--- src/rtl/dobs_pkg.sv ---
// ----------------------------------------------------------------------------
// dobs_pkg
// Shared types, constants and state codes for the open-row bank scheduler.
// ----------------------------------------------------------------------------
package dobs_pkg;

    localparam int BANKS_DEF           = 8;
    localparam int MAX_OUTSTANDING_DEF = 16;
    localparam int ID_W                = 16;
    localparam int ROW_W               = 16;
    localparam int BANK_FIELD_W        = 3;
    localparam int LAT_W               = 10;
    localparam int CNT_W               = 32;
    localparam int CFG_IDX_W           = 1;
    localparam int CFG_DATA_W          = 10;

    localparam logic [CFG_IDX_W-1:0] CFG_ROW_HIT  = 1'd0;
    localparam logic [CFG_IDX_W-1:0] CFG_ROW_MISS = 1'd1;

    localparam logic [9:0] HIT_LAT_RST  = 10'd4;
    localparam logic [9:0] MISS_LAT_RST = 10'd12;

    typedef struct packed {
        logic [ID_W-1:0]         id;
        logic [BANK_FIELD_W-1:0] bank;
        logic [ROW_W-1:0]        row;
    } req_t;

    typedef struct packed {
        logic            accepted;
        logic            done_valid;
        logic [ID_W-1:0] done_id;
        logic [CNT_W-1:0] row_hits;
        logic [CNT_W-1:0] row_misses;
    } rsp_t;

    typedef enum logic [2:0] {
        ST_IDLE,
        ST_POP,
        ST_DRAIN,
        ST_SCHED_RD,
        ST_SCHED,
        ST_MOVE,
        ST_RESP
    } state_t;

    typedef struct packed {
        logic do_req;
        logic do_pop;
        logic do_drain;
        logic do_sched_rd;
        logic do_sched;
        logic do_move;
        logic bank_clr;
        logic bank_inc;
        logic rsp_load;
    } cmd_t;

    typedef struct packed {
        logic last_bank;
        logic rsp_taken;
    } sts_t;

endpackage

--- src/rtl/dobs_ctrl.sv ---
// ----------------------------------------------------------------------------
// dobs_ctrl
// Sequencer: steps a tick through pop, per-bank drain and schedule, queue move.
// ----------------------------------------------------------------------------
module dobs_ctrl (
    input  logic            clk,
    input  logic            rst_n,
    input  logic            in_valid,
    input  logic            in_type,
    output logic            in_ready,
    input  dobs_pkg::sts_t  sts,
    output dobs_pkg::cmd_t  cmd
);
    import dobs_pkg::*;

    state_t state_reg, state_next;

    always_ff @(posedge clk or negedge rst_n)
    begin
        if (!rst_n)
        begin
            state_reg <= ST_IDLE;
        end
        else
        begin
            state_reg <= state_next;
        end
    end

    always_comb
    begin
        state_next = state_reg;
        case (state_reg)
            ST_IDLE:
            begin
                if (in_valid)
                begin
                    state_next = in_type ? ST_RESP : ST_POP;
                end
            end
            ST_POP:      state_next = ST_DRAIN;
            ST_DRAIN:    state_next = sts.last_bank ? ST_SCHED_RD : ST_DRAIN;
            ST_SCHED_RD: state_next = ST_SCHED;
            ST_SCHED:    state_next = sts.last_bank ? ST_MOVE : ST_SCHED_RD;
            ST_MOVE:     state_next = ST_RESP;
            ST_RESP:     state_next = sts.rsp_taken ? ST_IDLE : ST_RESP;
            default:     state_next = ST_IDLE;
        endcase
    end

    always_comb
    begin
        cmd      = '0;
        in_ready = 1'b0;
        case (state_reg)
            ST_IDLE:
            begin
                in_ready     = 1'b1;
                cmd.bank_clr = 1'b1;
                cmd.do_req   = in_valid & in_type;
            end
            ST_POP:      cmd.do_pop = 1'b1;
            ST_DRAIN:
            begin
                cmd.do_drain = 1'b1;
                cmd.bank_inc = 1'b1;
            end
            ST_SCHED_RD: cmd.do_sched_rd = 1'b1;
            ST_SCHED:
            begin
                cmd.do_sched = 1'b1;
                cmd.bank_inc = 1'b1;
            end
            ST_MOVE:
            begin
                cmd.do_move  = 1'b1;
                cmd.rsp_load = 1'b1;
            end
            ST_RESP:     ;
            default:     ;
        endcase
    end
endmodule

--- config.mk ---
export PLATFORM = sky130hd
export DESIGN_NAME = dobs_ctrl
export DESIGN_NICKNAME = d
export VERILOG_FILES = /design/src/rtl/dobs_pkg.sv /design/src/rtl/dobs_ctrl.sv
export SDC_FILE = /design/constraint.sdc
export NUM_CORES = 1
export LEC_CHECK = 0
export ABC_AREA = 1
export ABC_CLOCK_PERIOD_IN_PS = 2500
export BUFFER_PORTS_ARGS = -buffer_cell sky130_fd_sc_hd__clkbuf_2
export CAP_MARGIN = 20
export CORE_AREA = 3 3 40 42
export DETAILED_ROUTE_END_ITERATION = 8
export DIE_AREA = 0 0 43 45
export GPL_TIMING_DRIVEN = 0
export PLACE_DENSITY_LB_ADDON = 0.08
export SETUP_SLACK_MARGIN = 0.5
export SLEW_MARGIN = 20
export SYNTH_ARGS = -nofsm -noshare
export SYNTH_HDL_FRONTEND = slang
export SYNTH_SLANG_ARGS = --single-unit
export TNS_END_PERCENT = 10
--- constraint.sdc ---
create_clock -name clk -period 2.5 [get_ports clk]
set_clock_uncertainty 0.05 [all_clocks]
set_input_delay 0.625 -clock clk [delete_from_list [all_inputs] [get_ports clk]]
set_output_delay 0.625 -clock clk [all_outputs]
set_load 0.02 [all_outputs]
Yosys cells after proc, flatten, opt, wreduce, memory -nomap -nowiden

Index checks and enable logic that the tools add are counted.

Logic and storage cells: 25
Output and inout bits: 10
Input bits: 6
Flip-flop bits (word level): 3

Eq/ne operators: 7
Multiplexer cells: 14
Bitwise gates (word level): 1
Reductions and logical operators: 2

Operators with widths:

| operator             | number |
|---|---|
| $pmux W3 S7          | 1 |
| $mux W3              | 4 |
| $eq A3 B3 Y1 const B | 3 |
| $mux W1              | 9 |
| $eq A3 B2 Y1 const B | 2 |
| $eq A3 B1 Y1 const B | 1 |
| $logic_not A3 Y1     | 1 |
| $ne A2 B2 Y1 const B | 1 |
| $reduce_or A2 Y1     | 1 |
| $and A1 B1 Y1        | 1 |

Depth between registers and ports, before layout

Depth after elaboration: 3
Depth in mapped cells: 6
Mapped depth without buffers: 6

Worst setup path after synthesis

OpenSTA, ideal clock, no wires.

Kind: flip-flop to output port
From: reg state_reg[0]
To: out cmd[1] (netlist bit)
Stages on the path, launching flop included: 4
Path slack: 0.700 ns
Arrival time: 1.125 ns
Path through: dfrtp_1 > buf_6 > nor3_2 > or2_1

RTL lines:

| element                | RTL line        | RTL |
|---|---|---|
| start, declared        | dobs_ctrl.sv:16 | `state_t state_reg, state_next;` |
| start signal, assigned | dobs_ctrl.sv:26 | `state_reg <= state_next;` |
| end, declared          | dobs_ctrl.sv:12 | `output dobs_pkg::cmd_t cmd` |

==> run metrics <==
crit path kind=flip-flop to output port; largest net degree at the start of global routing=9; initial antenna violation count=0; combinational share of power=68.0%; Max FO, Critical Path=8; share of post-route cells with drive strength above 1=50.8%; I/O pins=16; CP delay by family, top=buffers and inverters; # nets final=72; pwr/cell area=1420 nW/µm²; cts bufs inserted=3; Hold Crit Class=input port to async pin; Post-Syn Instances=44; Critical Path Source Type=flip-flop; initial core utilization=22.1%; Synth top cells by count=nand2_1, nand3_1, nor2_1, inv_1, nor2_2; Diodes inserted=0; vias in the first global route=~280; critical path depth=6; gr ovfl total=0; highest clock rate=~0.52 GHz; Max Cap Violations=0; Top FF cell, synth=dfrtp_1; largest stage delay on the critical path=approximately 0.36 ns; ranking of synthesized cells by area=dfrtp_1, nand3_1, nand2_1; count of yosys warnings during synthesis=0; I/O Buffers=15; run status=completed; clk root buf=clkbuf_4; Psw=approximately 310 µW; non-filler instance count after layout=80; clock power share=13.9%; sequential area share after synthesis=between 20% and 30%; Leakage Power=0.260 nW; Die Area=1940 µm²; HPWL after DPL=541 µm; Slew Limit Fails=0; Worst-Margin Slew=approximately 0.25 ns; final setup fails=0; share of the synthesized area in the top cell type=26.4%; core box area=1280 µm²; FF+latch area=76.3 µm²; Setup crit end kind=output port; Post-synth EDFFs=0; worst vdd rail ir drop=0.428 mV; WL/cell=8.59 µm; period utilization=77.3%; multi-input logic area=between 150 and 200 µm²; CTS clk-pin slew, worst paths=0.04 ns; critical path required time=1.82 ns; cells along the critical path=buf_6 -> nor2_4 -> nand2_2 -> inv_1 -> buf_4 -> buf_2; die height=45 µm; clk buf depth=2; Buffers & Inverters on Critical Path=4; Synth Cell Area=around 280 µm²; FILL cells=165; drt first pass iters=4; internal reg-to-reg setup slack=~1.4 ns; dominant cell type by area after synthesis=dfrtp_1; Placed Instances=74; H-tree levels=1; drt total wl=687 µm; syn_nets=50; Layout area overhead=49.8%; DRT iter0 DRCs=6; R2R Path Start=state_reg[0]$_DFFE_PN0P_; worst skew pair latency=0.23 ns; hold_ws=between 0.1 and 0.15 ns; final critical path time including I/O delays and setup=1.93 ns; CP arrival=~1.3 ns; max FFs per register=3; gr usage total=approximately 8%; switching share of power=50.8%; P_int=just under 300 µW; RSZ-0062 raised after global routing=true; synthesized flop and latch total=3; post-DR vias/cell=4.18; clock sink total=3; vias after detailed routing=334; Hold Buf Count CTS=0; Chip Width=43 µm; Residual DRC=0; R2R depth=6; Rows=13; final hold vios=0; Syn Area/Cell=6.46 µm²; CTS tree=built; post-synth cell types=14; sequential share of power=18.0%; Final ANT Viol Nets=0; final core utilization=33.1%; CP max-delay cell=dfrtp_1; RePlAce Congestion=0.657; first-pass GRT wire length=around 1100 µm; Relative slew margins=83.6%; r2r endpoint=state_reg[1]$_DFFE_PN0P_; fraction of registers with async set/reset=100%; final setup TNS=0 ns
==> area by class of cell <==
class / instances / share of cell area, %
clock buffers: 4 / 6.18
well taps: 15 / 4.41
inverters: 7 / 6.18
multi-input cells: 31 / 37.9
repair buffers: 17 / 21.2
flip-flops and latches: 3 / 17.9
plain buffers: 3 / 6.18
==> power by group through the flow <==
stage / Sequential, mW / Clock [mW] / Combinational [mW]
detailed placement: 0.106 / 0 / 0.385
global route: 0.113 / 0.101 / 0.457
CTS: 0.108 / 0.0906 / 0.392
floorplan: 0.0988 / 0 / 0.291
finish: 0.109 / 0.0844 / 0.412
global placement: 0.106 / 0 / 0.389
==> metrics by stage <==
stage / power [mW] / instance area [µm²] / setup WS [ns]
floorplan: 0.389 / 284 / 0.700
global placement: 0.494 / 378 / 0.700
detailed placement: 0.491 / 378 / 0.699
CTS: 0.591 / 409 / 0.510
global route: 0.671 / 425 / 0.469
finish: 0.605 / 425 / 0.567
==> cells in the final DEF (no fill, tap or decap), drive strengths merged <==
cell type,Yosys,layout
dfrtp,3,3
nor2,10,10
o21ai,1,1
inv,7,7
nor3,2,2
or2,1,1
clkbuf,0,18
nand2,8,8
nand3,7,7
a21oi,2,2
buf,3,6
==> kinds of logic (layout without fill, tap and decap cells) <==
group | after synthesis | count (layout) | share of synthesized area, %
simple gates | 28 | 28 | 49.8
buf+inv | 10 | 31 | 18.5
compound gates | 3 | 3 | 5.28
flops | 3 | 3 | 26.4
==> timing repair <==
item                                    CTS  global route
endpoints found under the setup margin    2             3
buffers inserted                          0             2
resized for setup                         1             2
pin swaps                                 0             1
==> worst max path at each step <==
stage,end,slack [ns],startpoint
after floorplan,cmd[1],0.70,state_reg[0]$_DFFE_PN0P_
after global placement,cmd[2],0.70,state_reg[0]$_DFFE_PN0P_
after detailed placement,cmd[2],0.70,state_reg[0]$_DFFE_PN0P_
after CTS,cmd[2],0.51,state_reg[1]$_DFFE_PN0P_
after global routing,cmd[3],0.47,state_reg[1]$_DFFE_PN0P_
final,cmd[2],0.57,state_reg[0]$_DFFE_PN0P_
==> metal layers <==
layer  wire length, µm  track usage [%]
met5                 0                0
met4                 0             5.42
met3                65             3.59
met2               314             11.1
met1               307             9.42
No activity file was read; power rests on OpenSTA's default activity.
